--- src/hdl/cpet_pkg.sv ---
`timescale 1ns / 1ps
// Shared types and constants for the client pause expiry table.
// Used by the channel interfaces, the slot cells, the sequencer and the top level.
package cpet_pkg;

    // Command codes
    localparam logic [2:0] CMD_SET       = 3'd0;
    localparam logic [2:0] CMD_CLEAR     = 3'd1;
    localparam logic [2:0] CMD_CLEAR_ALL = 3'd2;
    localparam logic [2:0] CMD_LIST      = 3'd3;
    localparam logic [2:0] CMD_QUERY     = 3'd4;
    localparam logic [2:0] CMD_TICK      = 3'd5;

    // Configuration register indexes
    localparam int unsigned CFG_INDEX_W = 2;
    localparam logic [CFG_INDEX_W-1:0] REG_MAX_PAUSE   = 2'd0;
    localparam logic [CFG_INDEX_W-1:0] REG_ALL_CLIENTS = 2'd1;

    // Register reset values
    localparam logic [15:0] MAX_PAUSE_RESET   = 16'd1440;
    localparam logic [31:0] ALL_CLIENTS_RESET = 32'd0;

    // Result limits
    localparam logic [4:0] MAX_LIST_RESULTS = 5'd16;
    localparam logic [4:0] LIVE_COUNT_MAX   = 5'd31;

    // Field widths
    localparam int unsigned REM_W = 22;

    // Controls broadcast from the sequencer to every slot cell
    typedef struct packed {
        logic [31:0] now;
        logic [31:0] key;
        logic [31:0] all_addr;
        logic [31:0] new_expiry;
        logic        set_en;
        logic        use_match;
        logic        clr_match;
        logic        clr_all;
        logic        tok_start;
        logic        tok_adv;
    } cell_ctl_t;

    // Table status gathered from the cells for the sequencer
    typedef struct packed {
        logic        any_match;
        logic        any_empty;
        logic        any_qmatch;
        logic        tok_live;
        logic        tok_last;
        logic [31:0] sel_address;
        logic [31:0] sel_expiry;
    } tbl_stat_t;

endpackage

--- src/hdl/cpet_ifs.sv ---
`timescale 1ns / 1ps
// Valid/ready channel interfaces of the client pause expiry table:
// command items, result items and configuration writes. Depends on cpet_pkg.

interface cpet_req_if;
    logic        valid;
    logic        ready;
    logic [2:0]  cmd;
    logic [31:0] client_address;
    logic [15:0] pause_minutes;
    logic [4:0]  list_limit;

    modport source (output valid, output cmd, output client_address,
                    output pause_minutes, output list_limit, input ready);
    modport sink   (input valid, input cmd, input client_address,
                    input pause_minutes, input list_limit, output ready);
endinterface

interface cpet_rsp_if;
    logic                         valid;
    logic                         ready;
    logic                         success;
    logic [4:0]                   live_count;
    logic                         entry_valid;
    logic [31:0]                  entry_address;
    logic [cpet_pkg::REM_W-1:0]   entry_remaining_seconds;
    logic                         last;

    modport source (output valid, output success, output live_count,
                    output entry_valid, output entry_address,
                    output entry_remaining_seconds, output last, input ready);
    modport sink   (input valid, input success, input live_count,
                    input entry_valid, input entry_address,
                    input entry_remaining_seconds, input last, output ready);
endinterface

interface cpet_cfg_if;
    logic                             valid;
    logic                             ready;
    logic [cpet_pkg::CFG_INDEX_W-1:0] index;
    logic [31:0]                      data;

    modport source (output valid, output index, output data, input ready);
    modport sink   (input valid, input index, input data, output ready);
endinterface

--- src/hdl/cpet_cell.sv ---
`timescale 1ns / 1ps
// One slot of the pause table: address, expiry, match flags and the scan token.
// Depends on cpet_pkg for the broadcast control struct.
module cpet_cell
(
    input  logic                clk,
    input  logic                rst_n,
    input  cpet_pkg::cell_ctl_t ctl,
    input  logic                hit_in,
    output logic                hit_out,
    input  logic                tok_in,
    output logic                tok,
    output logic                live,
    output logic                match,
    output logic                qmatch,
    output logic [31:0]         address,
    output logic [31:0]         expiry
);

    logic [31:0] addr_reg;
    logic [31:0] expiry_reg;
    logic        tok_reg;
    logic        hit;
    logic        grant;

    // Compare this slot against the clock and the command address
    assign live   = expiry_reg > ctl.now;
    assign match  = live && (addr_reg == ctl.key);
    assign qmatch = live && ((addr_reg == ctl.key) || (addr_reg == ctl.all_addr));

    // Take the set when this is the first candidate in the row
    assign hit     = ctl.use_match ? match : !live;
    assign grant   = ctl.set_en && hit && !hit_in;
    assign hit_out = hit_in || hit;

    // Store a set, drop on clear
    always_ff @(posedge clk or negedge rst_n)
    begin
        if (!rst_n)
        begin
            addr_reg   <= '0;
            expiry_reg <= '0;
        end
        else if (grant)
        begin
            addr_reg   <= ctl.key;
            expiry_reg <= ctl.new_expiry;
        end
        else if (ctl.clr_all || (ctl.clr_match && match))
        begin
            expiry_reg <= '0;
        end
    end

    // Pass the scan token to the next cell
    always_ff @(posedge clk or negedge rst_n)
    begin
        if (!rst_n)
        begin
            tok_reg <= 1'b0;
        end
        else if (ctl.tok_start || ctl.tok_adv)
        begin
            tok_reg <= tok_in;
        end
    end

    assign tok     = tok_reg;
    assign address = addr_reg;
    assign expiry  = expiry_reg;

endmodule

--- src/hdl/cpet_seq.sv ---
`timescale 1ns / 1ps
// Command sequencer: registers, seconds counter, scan control and result register.
// Depends on cpet_pkg and the channel interfaces in cpet_ifs.sv.
module cpet_seq
#(
    parameter int unsigned SLOT_COUNT = 16
)
(
    input  logic                 clk,
    input  logic                 rst_n,
    cpet_req_if.sink             req,
    cpet_rsp_if.source           rsp,
    cpet_cfg_if.sink             cfg,
    input  cpet_pkg::tbl_stat_t  stat,
    output cpet_pkg::cell_ctl_t  ctl
);

    localparam int unsigned CW = $clog2(SLOT_COUNT + 1);

    localparam logic [2:0] ST_IDLE  = 3'd0;
    localparam logic [2:0] ST_EXEC  = 3'd1;
    localparam logic [2:0] ST_COUNT = 3'd2;
    localparam logic [2:0] ST_LIST  = 3'd3;
    localparam logic [2:0] ST_OUT   = 3'd4;

    logic [2:0]  state_reg, state_next;
    logic [2:0]  cmd_reg;
    logic [31:0] key_reg;
    logic [15:0] min_reg;
    logic [4:0]  lim_reg;
    logic        success_reg, success_next;
    logic [CW-1:0] cnt_reg, cnt_next;
    logic [4:0]  sent_reg, sent_next;
    logic [31:0] seconds_reg, seconds_next;
    logic [15:0] max_pause_reg;
    logic [31:0] all_addr_reg;

    logic                       out_valid_reg, out_valid_next;
    logic                       out_success_reg;
    logic [4:0]                 out_count_reg;
    logic                       out_evalid_reg;
    logic [31:0]                out_addr_reg;
    logic [cpet_pkg::REM_W-1:0] out_rem_reg;
    logic                       out_last_reg;

    logic        accept;
    logic        out_free;
    logic        min_ok;
    logic [21:0] min_secs;
    logic [32:0] exp_sum;
    logic [31:0] new_expiry;
    logic [CW-1:0] cnt_sum;
    logic [4:0]  lim_eff;
    logic [4:0]  live_sat;
    logic        entry_last;
    logic [31:0] rem_full;
    logic        load_entry;
    logic        load_summary;
    logic        tok_start;
    logic        tok_adv;
    logic        clr_all;

    assign accept   = req.valid && req.ready;
    assign req.ready = (state_reg == ST_IDLE);
    assign out_free = !out_valid_reg || rsp.ready;
    assign cfg.ready = 1'b1;

    // Latch the command item
    always_ff @(posedge clk)
    begin
        if (accept)
        begin
            cmd_reg <= req.cmd;
            key_reg <= req.client_address;
            min_reg <= req.pause_minutes;
            lim_reg <= req.list_limit;
        end
    end

    // Hold the configuration registers
    always_ff @(posedge clk or negedge rst_n)
    begin
        if (!rst_n)
        begin
            max_pause_reg <= cpet_pkg::MAX_PAUSE_RESET;
            all_addr_reg  <= cpet_pkg::ALL_CLIENTS_RESET;
        end
        else if (cfg.valid)
        begin
            if (cfg.index == cpet_pkg::REG_MAX_PAUSE)
            begin
                max_pause_reg <= cfg.data[15:0];
            end
            else if (cfg.index == cpet_pkg::REG_ALL_CLIENTS)
            begin
                all_addr_reg <= cfg.data;
            end
        end
    end

    // Compute the set expiry: minutes * 60 added to now, saturated
    assign min_ok     = (min_reg != 16'd0) && (min_reg <= max_pause_reg);
    assign min_secs   = {min_reg, 6'b0} - 22'({min_reg, 2'b0});
    assign exp_sum    = {1'b0, seconds_reg} + 33'(min_secs);
    assign new_expiry = exp_sum[32] ? 32'hFFFF_FFFF : exp_sum[31:0];

    assign cnt_sum  = cnt_reg + CW'(stat.tok_live);
    assign lim_eff  = (lim_reg > cpet_pkg::MAX_LIST_RESULTS) ? cpet_pkg::MAX_LIST_RESULTS
                                                            : lim_reg;
    assign live_sat = (32'(cnt_reg) > 32'(cpet_pkg::LIVE_COUNT_MAX))
                      ? cpet_pkg::LIVE_COUNT_MAX : 5'(cnt_reg);
    assign entry_last = ((sent_reg + 5'd1) == lim_eff)
                        || ((32'(sent_reg) + 32'd1) == 32'(cnt_reg));
    assign rem_full   = stat.sel_expiry - seconds_reg;

    // Sequence one command: execute, count, then either a list scan or a summary
    always_comb
    begin
        state_next   = state_reg;
        success_next = success_reg;
        cnt_next     = cnt_reg;
        sent_next    = sent_reg;
        seconds_next = seconds_reg;
        tok_start    = 1'b0;
        tok_adv      = 1'b0;
        clr_all      = 1'b0;
        load_entry   = 1'b0;
        load_summary = 1'b0;
        case (state_reg)
            ST_IDLE:
            begin
                if (accept)
                begin
                    state_next = ST_EXEC;
                end
            end
            ST_EXEC:
            begin
                case (cmd_reg)
                    cpet_pkg::CMD_SET:
                        success_next = min_ok && (stat.any_match || stat.any_empty);
                    cpet_pkg::CMD_CLEAR:
                        success_next = stat.any_match;
                    cpet_pkg::CMD_QUERY:
                        success_next = stat.any_qmatch;
                    default:
                        success_next = 1'b0;
                endcase
                if ((cmd_reg == cpet_pkg::CMD_TICK) && (seconds_reg != 32'hFFFF_FFFF))
                begin
                    seconds_next = seconds_reg + 32'd1;
                end
                cnt_next   = '0;
                tok_start  = 1'b1;
                state_next = ST_COUNT;
            end
            ST_COUNT:
            begin
                cnt_next = cnt_sum;
                tok_adv  = 1'b1;
                if (stat.tok_last)
                begin
                    clr_all = (cmd_reg == cpet_pkg::CMD_CLEAR_ALL);
                    if ((cmd_reg == cpet_pkg::CMD_LIST) && (lim_eff != 5'd0)
                        && (cnt_sum != '0))
                    begin
                        tok_start  = 1'b1;
                        sent_next  = 5'd0;
                        state_next = ST_LIST;
                    end
                    else
                    begin
                        state_next = ST_OUT;
                    end
                end
            end
            ST_LIST:
            begin
                if (!stat.tok_live)
                begin
                    tok_adv = 1'b1;
                end
                else if (out_free)
                begin
                    load_entry = 1'b1;
                    tok_adv    = 1'b1;
                    sent_next  = sent_reg + 5'd1;
                    if (entry_last)
                    begin
                        state_next = ST_IDLE;
                    end
                end
            end
            ST_OUT:
            begin
                if (out_free)
                begin
                    load_summary = 1'b1;
                    state_next   = ST_IDLE;
                end
            end
            default:
            begin
                state_next = ST_IDLE;
            end
        endcase
    end

    always_ff @(posedge clk or negedge rst_n)
    begin
        if (!rst_n)
        begin
            state_reg   <= ST_IDLE;
            success_reg <= 1'b0;
            cnt_reg     <= '0;
            sent_reg    <= 5'd0;
            seconds_reg <= 32'd0;
        end
        else
        begin
            state_reg   <= state_next;
            success_reg <= success_next;
            cnt_reg     <= cnt_next;
            sent_reg    <= sent_next;
            seconds_reg <= seconds_next;
        end
    end

    // Drive the cells
    always_comb
    begin
        ctl.now        = seconds_reg;
        ctl.key        = key_reg;
        ctl.all_addr   = all_addr_reg;
        ctl.new_expiry = new_expiry;
        ctl.set_en     = (state_reg == ST_EXEC) && (cmd_reg == cpet_pkg::CMD_SET) && min_ok;
        ctl.use_match  = stat.any_match;
        ctl.clr_match  = (state_reg == ST_EXEC) && (cmd_reg == cpet_pkg::CMD_CLEAR);
        ctl.clr_all    = clr_all;
        ctl.tok_start  = tok_start;
        ctl.tok_adv    = tok_adv;
    end

    // Hold the result item until it is taken
    assign out_valid_next = (load_entry || load_summary) ? 1'b1
                          : (rsp.ready ? 1'b0 : out_valid_reg);

    always_ff @(posedge clk or negedge rst_n)
    begin
        if (!rst_n)
        begin
            out_valid_reg <= 1'b0;
        end
        else
        begin
            out_valid_reg <= out_valid_next;
        end
    end

    always_ff @(posedge clk)
    begin
        if (load_entry)
        begin
            out_success_reg <= 1'b0;
            out_count_reg   <= live_sat;
            out_evalid_reg  <= 1'b1;
            out_addr_reg    <= stat.sel_address;
            out_rem_reg     <= rem_full[cpet_pkg::REM_W-1:0];
            out_last_reg    <= entry_last;
        end
        else if (load_summary)
        begin
            out_success_reg <= success_reg;
            out_count_reg   <= live_sat;
            out_evalid_reg  <= 1'b0;
            out_addr_reg    <= 32'd0;
            out_rem_reg     <= '0;
            out_last_reg    <= 1'b1;
        end
    end

    assign rsp.valid                   = out_valid_reg;
    assign rsp.success                 = out_success_reg;
    assign rsp.live_count              = out_count_reg;
    assign rsp.entry_valid             = out_evalid_reg;
    assign rsp.entry_address           = out_addr_reg;
    assign rsp.entry_remaining_seconds = out_rem_reg;
    assign rsp.last                    = out_last_reg;

endmodule

--- src/hdl/client_pause_expiry_table.sv ---
`timescale 1ns / 1ps
// Client pause expiry table: a row of slot cells and the command sequencer.
// Depends on cpet_pkg, cpet_ifs.sv, cpet_cell and cpet_seq.
//
// Usage:
//   req carries one command item (set, clear, clear all, list, query, tick).
//   rsp returns the result items of that command; last marks the final one.
//   cfg writes max_pause_minutes (index 0) or all_clients_address (index 1);
//   it is always ready and must only be used while the block is idle.
// Flow:
//   A command is taken when req.ready is high, which is when no earlier
//   command is still running. The command executes first, then a token
//   walks the slot row one cell per cycle to count live entries. A
//   non-list command, or a list with nothing to emit, then loads its
//   result into the output register, and the next command can be taken.
//   A list walks the row a second time and emits one entry per live slot,
//   up to the list limit, holding while the output register is full; the
//   next command can be taken once the final entry is loaded.
// Stall:
//   Results sit in an output register; while rsp.ready is low the list scan
//   holds on the live slot it reached, and the next command may already be
//   accepted while the final result of the previous one waits.
// Reset:
//   rst_n empties every slot, zeroes the seconds counter and restores the
//   register defaults (1440 minutes, all-clients address 0).
module client_pause_expiry_table
#(
    parameter int unsigned SLOT_COUNT = 16
)
(
    input  logic        clk,
    input  logic        rst_n,
    cpet_req_if.sink    req,
    cpet_rsp_if.source  rsp,
    cpet_cfg_if.sink    cfg
);

    cpet_pkg::cell_ctl_t ctl;
    cpet_pkg::tbl_stat_t stat;

    logic [SLOT_COUNT:0]   hit_chain;
    logic [SLOT_COUNT-1:0] tok_feed;
    logic [SLOT_COUNT-1:0] tok_vec;
    logic [SLOT_COUNT-1:0] live_vec;
    logic [SLOT_COUNT-1:0] match_vec;
    logic [SLOT_COUNT-1:0] qmatch_vec;
    logic [31:0]           addr_arr   [SLOT_COUNT];
    logic [31:0]           expiry_arr [SLOT_COUNT];
    logic [31:0]           sel_address;
    logic [31:0]           sel_expiry;

    assign hit_chain[0] = 1'b0;

    // Build the row of slot cells
    for (genvar i = 0; i < SLOT_COUNT; i++)
    begin : g_cell
        if (i == 0)
        begin : g_head
            assign tok_feed[i] = ctl.tok_start;
        end
        else
        begin : g_body
            assign tok_feed[i] = tok_vec[i-1] && !ctl.tok_start;
        end

        cpet_cell u_cell
        (
            .clk     (clk),
            .rst_n   (rst_n),
            .ctl     (ctl),
            .hit_in  (hit_chain[i]),
            .hit_out (hit_chain[i+1]),
            .tok_in  (tok_feed[i]),
            .tok     (tok_vec[i]),
            .live    (live_vec[i]),
            .match   (match_vec[i]),
            .qmatch  (qmatch_vec[i]),
            .address (addr_arr[i]),
            .expiry  (expiry_arr[i])
        );
    end

    // Select the slot under the token
    always_comb
    begin
        sel_address = 32'd0;
        sel_expiry  = 32'd0;
        for (int i = 0; i < SLOT_COUNT; i++)
        begin
            if (tok_vec[i])
            begin
                sel_address = sel_address | addr_arr[i];
                sel_expiry  = sel_expiry | expiry_arr[i];
            end
        end
    end

    // Gather the table status
    always_comb
    begin
        stat.any_match   = |match_vec;
        stat.any_empty   = !(&live_vec);
        stat.any_qmatch  = |qmatch_vec;
        stat.tok_live    = |(tok_vec & live_vec);
        stat.tok_last    = tok_vec[SLOT_COUNT-1];
        stat.sel_address = sel_address;
        stat.sel_expiry  = sel_expiry;
    end

    cpet_seq
    #(
        .SLOT_COUNT (SLOT_COUNT)
    )
    u_seq
    (
        .clk   (clk),
        .rst_n (rst_n),
        .req   (req),
        .rsp   (rsp),
        .cfg   (cfg),
        .stat  (stat),
        .ctl   (ctl)
    );

endmodule

--- src/flat_wrapper.sv ---
// flat-port wrapper written by rule: the top's interface ports become plain ports
module client_pause_expiry_table_flat 
#(
    parameter int unsigned SLOT_COUNT = 16
)
  (clk, rst_n, req_valid, req_cmd, req_client_address, req_pause_minutes, req_list_limit, req_ready, rsp_valid, rsp_success, rsp_live_count, rsp_entry_valid, rsp_entry_address, rsp_entry_remaining_seconds, rsp_last, rsp_ready, cfg_valid, cfg_index, cfg_data, cfg_ready);
  cpet_req_if req_i ();
  cpet_rsp_if rsp_i ();
  cpet_cfg_if cfg_i ();
  input  logic clk;
  input  logic rst_n;
  input wire logic [$bits(req_i.valid)-1:0] req_valid;
  input wire logic [$bits(req_i.cmd)-1:0] req_cmd;
  input wire logic [$bits(req_i.client_address)-1:0] req_client_address;
  input wire logic [$bits(req_i.pause_minutes)-1:0] req_pause_minutes;
  input wire logic [$bits(req_i.list_limit)-1:0] req_list_limit;
  output wire logic [$bits(req_i.ready)-1:0] req_ready;
  output wire logic [$bits(rsp_i.valid)-1:0] rsp_valid;
  output wire logic [$bits(rsp_i.success)-1:0] rsp_success;
  output wire logic [$bits(rsp_i.live_count)-1:0] rsp_live_count;
  output wire logic [$bits(rsp_i.entry_valid)-1:0] rsp_entry_valid;
  output wire logic [$bits(rsp_i.entry_address)-1:0] rsp_entry_address;
  output wire logic [$bits(rsp_i.entry_remaining_seconds)-1:0] rsp_entry_remaining_seconds;
  output wire logic [$bits(rsp_i.last)-1:0] rsp_last;
  input wire logic [$bits(rsp_i.ready)-1:0] rsp_ready;
  input wire logic [$bits(cfg_i.valid)-1:0] cfg_valid;
  input wire logic [$bits(cfg_i.index)-1:0] cfg_index;
  input wire logic [$bits(cfg_i.data)-1:0] cfg_data;
  output wire logic [$bits(cfg_i.ready)-1:0] cfg_ready;
  assign req_i.valid = req_valid;
  assign req_i.cmd = req_cmd;
  assign req_i.client_address = req_client_address;
  assign req_i.pause_minutes = req_pause_minutes;
  assign req_i.list_limit = req_list_limit;
  assign req_ready = req_i.ready;
  assign rsp_valid = rsp_i.valid;
  assign rsp_success = rsp_i.success;
  assign rsp_live_count = rsp_i.live_count;
  assign rsp_entry_valid = rsp_i.entry_valid;
  assign rsp_entry_address = rsp_i.entry_address;
  assign rsp_entry_remaining_seconds = rsp_i.entry_remaining_seconds;
  assign rsp_last = rsp_i.last;
  assign rsp_i.ready = rsp_ready;
  assign cfg_i.valid = cfg_valid;
  assign cfg_i.index = cfg_index;
  assign cfg_i.data = cfg_data;
  assign cfg_ready = cfg_i.ready;
  client_pause_expiry_table #(.SLOT_COUNT(SLOT_COUNT)) u_core (.clk(clk), .rst_n(rst_n), .req(req_i), .rsp(rsp_i), .cfg(cfg_i));
endmodule
--- config.mk ---
export PLATFORM = sky130hd
export DESIGN_NAME = client_pause_expiry_table_flat
export DESIGN_NICKNAME = d
export VERILOG_FILES = /design/src/hdl/cpet_pkg.sv /design/src/hdl/cpet_ifs.sv /design/src/hdl/cpet_cell.sv /design/src/hdl/cpet_seq.sv /design/src/hdl/client_pause_expiry_table.sv /design/src/flat_wrapper.sv
export SDC_FILE = /design/constraint.sdc
export NUM_CORES = 2
export LEC_CHECK = 0
export BUFFER_PORTS_ARGS = -buffer_cell sky130_fd_sc_hd__buf_2
export CORE_UTILIZATION = 55
export CTS_BUF_LIST = sky130_fd_sc_hd__clkbuf_2 sky130_fd_sc_hd__clkbuf_4 sky130_fd_sc_hd__clkbuf_8
export CTS_CLUSTER_SIZE = 40
export DETAILED_ROUTE_END_ITERATION = 10
export PLACE_DENSITY_LB_ADDON = 0.12
export SLEW_MARGIN = 20
export SYNTH_ARGS = -nofsm -noshare
export SYNTH_HDL_FRONTEND = slang
export SYNTH_HIERARCHICAL = 1
export SYNTH_SLANG_ARGS = --single-unit
--- constraint.sdc ---
create_clock -name clk -period 9 [get_ports clk]
set_input_delay 0.45 -clock clk [delete_from_list [all_inputs] [get_ports clk]]
set_output_delay 0.45 -clock clk [all_outputs]
set_load 0.01 [all_outputs]
After elaboration in Yosys (flattened, before gate mapping)
Cells that the tools add are included. W data, S select, Z words.

Magnitude comparators: 18. Eq/ne operators: 52. $add $sub $neg: 7. Bitwise operators: 32. Reduce and logical (&&, ||, !) cells: 223. Mux-type cells: 118.

Operator list (count): $mux W32 (51); $eq A32 B32 Y1 (32); $gt A32 B32 Y1 (16); $or A32 B32 Y32 (15); $mux W22 (18); $or A22 B22 Y22 (15); $logic_and A1 B1 Y1 (103); $logic_or A1 B1 Y1 (51); $reduce_or A16 Y1 (3); $reduce_bool A2 Y1 (20); $mux W5 (7); $logic_not A1 Y1 (34); $add A32 B22 Y33 (1); $add A32 B1 Y32 const B (1); $ne A32 B32 Y1 const B (1); $mux W1 (29); $sub A22 B18 Y22 (1); $sub A22 B22 Y22 (1); $mux W3 (7); $pmux W5 S2 (2); $and A16 B16 Y16 (1); $le A16 B16 Y1 (1); $reduce_and A16 Y1 (1); $reduce_bool A16 Y1 (1); other kinds (23) (38).

Input bits: 95. Word-level logic and storage cells: 516. Flip-flop bits (word level): 1253.

Longest topological paths before layout
Depth after elaboration: 33. Depth in mapped cells: 35. Gate-level depth less buffers: 32.

By module
The synthesis kept the hierarchy.

Modules (own cells, without submodules): cpet_cell at u_core.g_cell[0].u_cell ... (times used 8, area each 4613.2 um^2, cells an instance 389); cpet_cell at u_core.g_cell[3].u_cell ... (times used 7, area each 4638.2 um^2, cells an instance 391); cpet_seq (times used 1, area each 11573.6 um^2, cells an instance 1065); client_pause_expiry_table (times used 1, area each 5801.8 um^2, cells an instance 729); cpet_cell at u_core.g_cell[2].u_cell (times used 1, area each 4554.4 um^2, cells an instance 397).

Worst setup path before layout
No wires, ideal clock.

Path type: register to register. Start: register u_core.u_seq.key_reg[20]. End: register u_core.g_cell[15].u_cell.addr_reg[11]. Stages on the path, launching flop included: 33. Period minus slack after synthesis: 7.740 ns. Slack: 1.260 ns. Required time: 8.875 ns. Buffers on the path: 3. Arrival: 7.614 ns. Path through: edfxtp_1 > xor2_1 > nor4_1 > nand4_1 > or4_4 > a311oi_1 > nor4_1 > nand4_1 > buf_4 > nor2_1 > a211o_1 > a211o_1 > inv_1 > nand3_1 > a211o_1 > a211o_1 > a211o_1 > a211o_1 > a211o_1 > a211o_1 > a211o_1 > a211o_1 > a211o_1 > a211o_1 > a211o_1 > a211o_1 > inv_1 > nand3_1 > nor2_1 > mux2_4 > buf_12 > buf_12 > mux2_4.

RTL lines: start: declaration (RTL line cpet_seq.sv:28) `logic [31:0] key_reg;`; start signal: assignment (RTL line cpet_seq.sv:74) `key_reg <= req.client_address;`; end signal: assignment (RTL line cpet_cell.sv:46) `addr_reg <= ctl.key;`; end: declaration (RTL line cpet_cell.sv:20) `logic [31:0] addr_reg;`.

==> key figures <==
STA
  • Final Max Slew Viols: 0
  • Worst slew margin: a little over a tenth
  • Final setup vio count: 0
  • Final min period: 8.75 ns
  • RSZ-0062 raised after global routing: false
  • Peak Freq: between 100 and 150 MHz
  • Worst hold slack: between 0.02 and 0.025 ns
  • Final TNS setup: 0 ns
  • Worst slew pin tran: 1.34 ns
  • Crit share post-route: 97.3%
  • Final Skew: about 0.072 ns
  • Final hold violations: 0

Placed design
  • Port bufs: between 150 and 200
  • GP Congestion: roughly 1.0
  • Hpwl dp: 253000 um
  • Dpl cell area: 94100 um2

Logic synthesis
  • Mapped cell area: between 90000 and 100000 um2
  • Synth warn: 6
  • Avg Inst Size Synth: between 10 and 15 um2
  • Post-Synthesis Cells: between 7000 and 8000

Route
  • WL/cell: about 32 um
  • WL final: approximately 350000 um
  • Drt drc: 0
  • Final ANT Viol Nets: 0
  • DR vias/cell: roughly 6.6
  • Vias post-DR: slightly above 70000
  • DR iter-0 viols: approximately 8900
  • DR WL met2: between 100000 and 150000 um
  • Pre-antenna DRT Iters: 6
  • Top sig layer: met5
  • Met3 routed WL: approximately 42000 um
  • DRT met1 WL: roughly 140000 um

Power
  • Max VDD drop: approximately 0.00023 V
  • Sw frac: 42.2%
  • Gate power share: between 40 and 50%
  • Internal: ~13 mW
  • Sequential fraction of design power: 32.7%
  • P_leak: 46.1 nW
  • Power Total: between 20 and 25 mW
  • Clock network fraction of total power: 27.0%
  • Sw power: 9.25 mW
  • Pwr dens: 219 nW/um2

Floorplan
  • Total die area: 166000 um2
  • Die X: about 410 um
  • Boundary pin count: 160
  • Initial Utilization: 55.5%
  • DIE HEIGHT: about 410 um
  • Total core area: around 160000 um2
  • Rows: about 150

Worst setup path
  • CP top delay family: compound AO/OA/AOI/OAI gates
  • R2r endpoint: u_core/g_cell[15].u_cell/expiry[8]
  • R2R cell count: 29
  • Critical path endpoint category: flip-flop
  • Reg2reg start: u_core/u_seq/key_reg[7]
  • Slowest stage cell, crit path: edfxtp_1
  • Crit Path Class: reg -> reg
  • CP bufs+invs: 3
  • Flop2flop setup slack: between 0.2 and 0.25 ns
  • Crit path required time: between 9 and 10 ns
  • Delay of the slowest critical-path stage: about 0.79 ns
  • Most used cell, CP: a211o_1
  • CP Launch Type: flip-flop
  • Crit path DAT: 9.60 ns
  • Worst Path Max Fanout: 19

Run status
  • Status: finished clean

Clock tree
  • Clock H-tree levels: 4
  • Clk buf depth: 3
  • Clock transition at the registers of the reported paths: roughly 0.06 ns
  • Clk sink count: between 1000 and 1500
  • CTS buffer count: 224
  • Post-CTS setup buffers: 0
  • Worst-skew pair later-pin latency: 1.02 ns
  • CTS tree: built
  • Clock Tree Root: clkbuf_8

Global route
  • Largest net degree at the start of global routing: between 150 and 200
  • Total Routing Usage GR: between 40% and 50%
  • Total congestion overflow: 0
  • Vias in the first global route: 69800
  • First-pass GRT wire length: 498000 um
  • Initial antenna violation count: 21

Cells and area
  • Final core utilization: approximately three fifths
  • Nets: between 9000 and 10000
  • Design area: between 100000 and 150000 um2
  • Layout cell share with drive strength beyond 1: 24.9%
  • Most frequent cells in the layout: dfrtp_1, mux2_4, xor2_1
  • Area delta synth->final: 10.8%
  • Commonest non-fill, non-tap cell in the layout: dfrtp_1

Job
  • Max Cap Viol: 0

Worst hold path
  • HP Class: in -> async
[per-layer routing]
metal  GRT usage (%)  up-vias
li1                -    30100
met1            57.3    35900
met2            58.0     4184
met3            12.1      871
met4            18.6       12
met5               0        -
[layout make-up]
| type | count | area, um2 |
|---|---|---|
| Fill cell | 13200 | 62900 |
| Multi-Input combinational cell | 5730 | 53000 |
| Sequential cell | 1253 | 32000 |
| Timing Repair Buffer | 632 | 5370 |
| Clock buffer | 333 | 4160 |
| Tap cell | 2175 | 2720 |
| Inverter | 615 | 2310 |
| Clock inverter | 88 | 697 |
| Antenna cell | 8 | 20.0 |
[metrics by stage]
step	worst slack, ns	std cells
2_1_floorplan	1.29	7950
3_3_place_gp	0.374	10300
3_5_place_dp	0.331	10300
4_1_cts	0.196	10800
5_1_grt	0.0307	10800
6_report	0.246	10800
[worst max-delay path by stage]
stage / start / to / slack (ns) / cells past startpoint
6_report: u_core/u_seq/key_reg[7] / u_core/g_cell[15].u_cell/expiry[8] / 0.25 / 29
5_1_grt: u_core/u_seq/seconds_reg[13] / u_core/g_cell[15].u_cell/expiry[8] / 0.03 / 30
4_1_cts: u_core/u_seq/seconds_reg[14] / u_core/g_cell[15].u_cell/expiry[8] / 0.20 / 31
3_5_place_dp: u_core/u_seq/seconds_reg[14] / u_core/g_cell[15].u_cell/expiry[8] / 0.33 / 31
3_3_place_gp: u_core/u_seq/seconds_reg[14] / u_core/g_cell[15].u_cell/expiry[8] / 0.37 / 31
2_1_floorplan: u_core/u_seq/key_reg[20] / u_core/g_cell[15].u_cell/address[11] / 1.29 / 32
[power by group through the flow]
stage,registers (mW),logic [mW],clock network (mW)
6_report,7.16,8.85,5.91
5_1_grt,7.20,9.13,6.21
4_1_cts,7.12,8.51,5.96
3_5_place_dp,7.21,8.43,0
3_3_place_gp,7.20,8.32,0
2_1_floorplan,7.21,4.77,0
[repair_timing]
action,CTS,global route
hold buffers,111,0
endpoints found under the setup margin,0,122
resized for setup,0,10
hold endpoints to repair,204,0
Note: power is estimated with default switching activity, not from simulation.
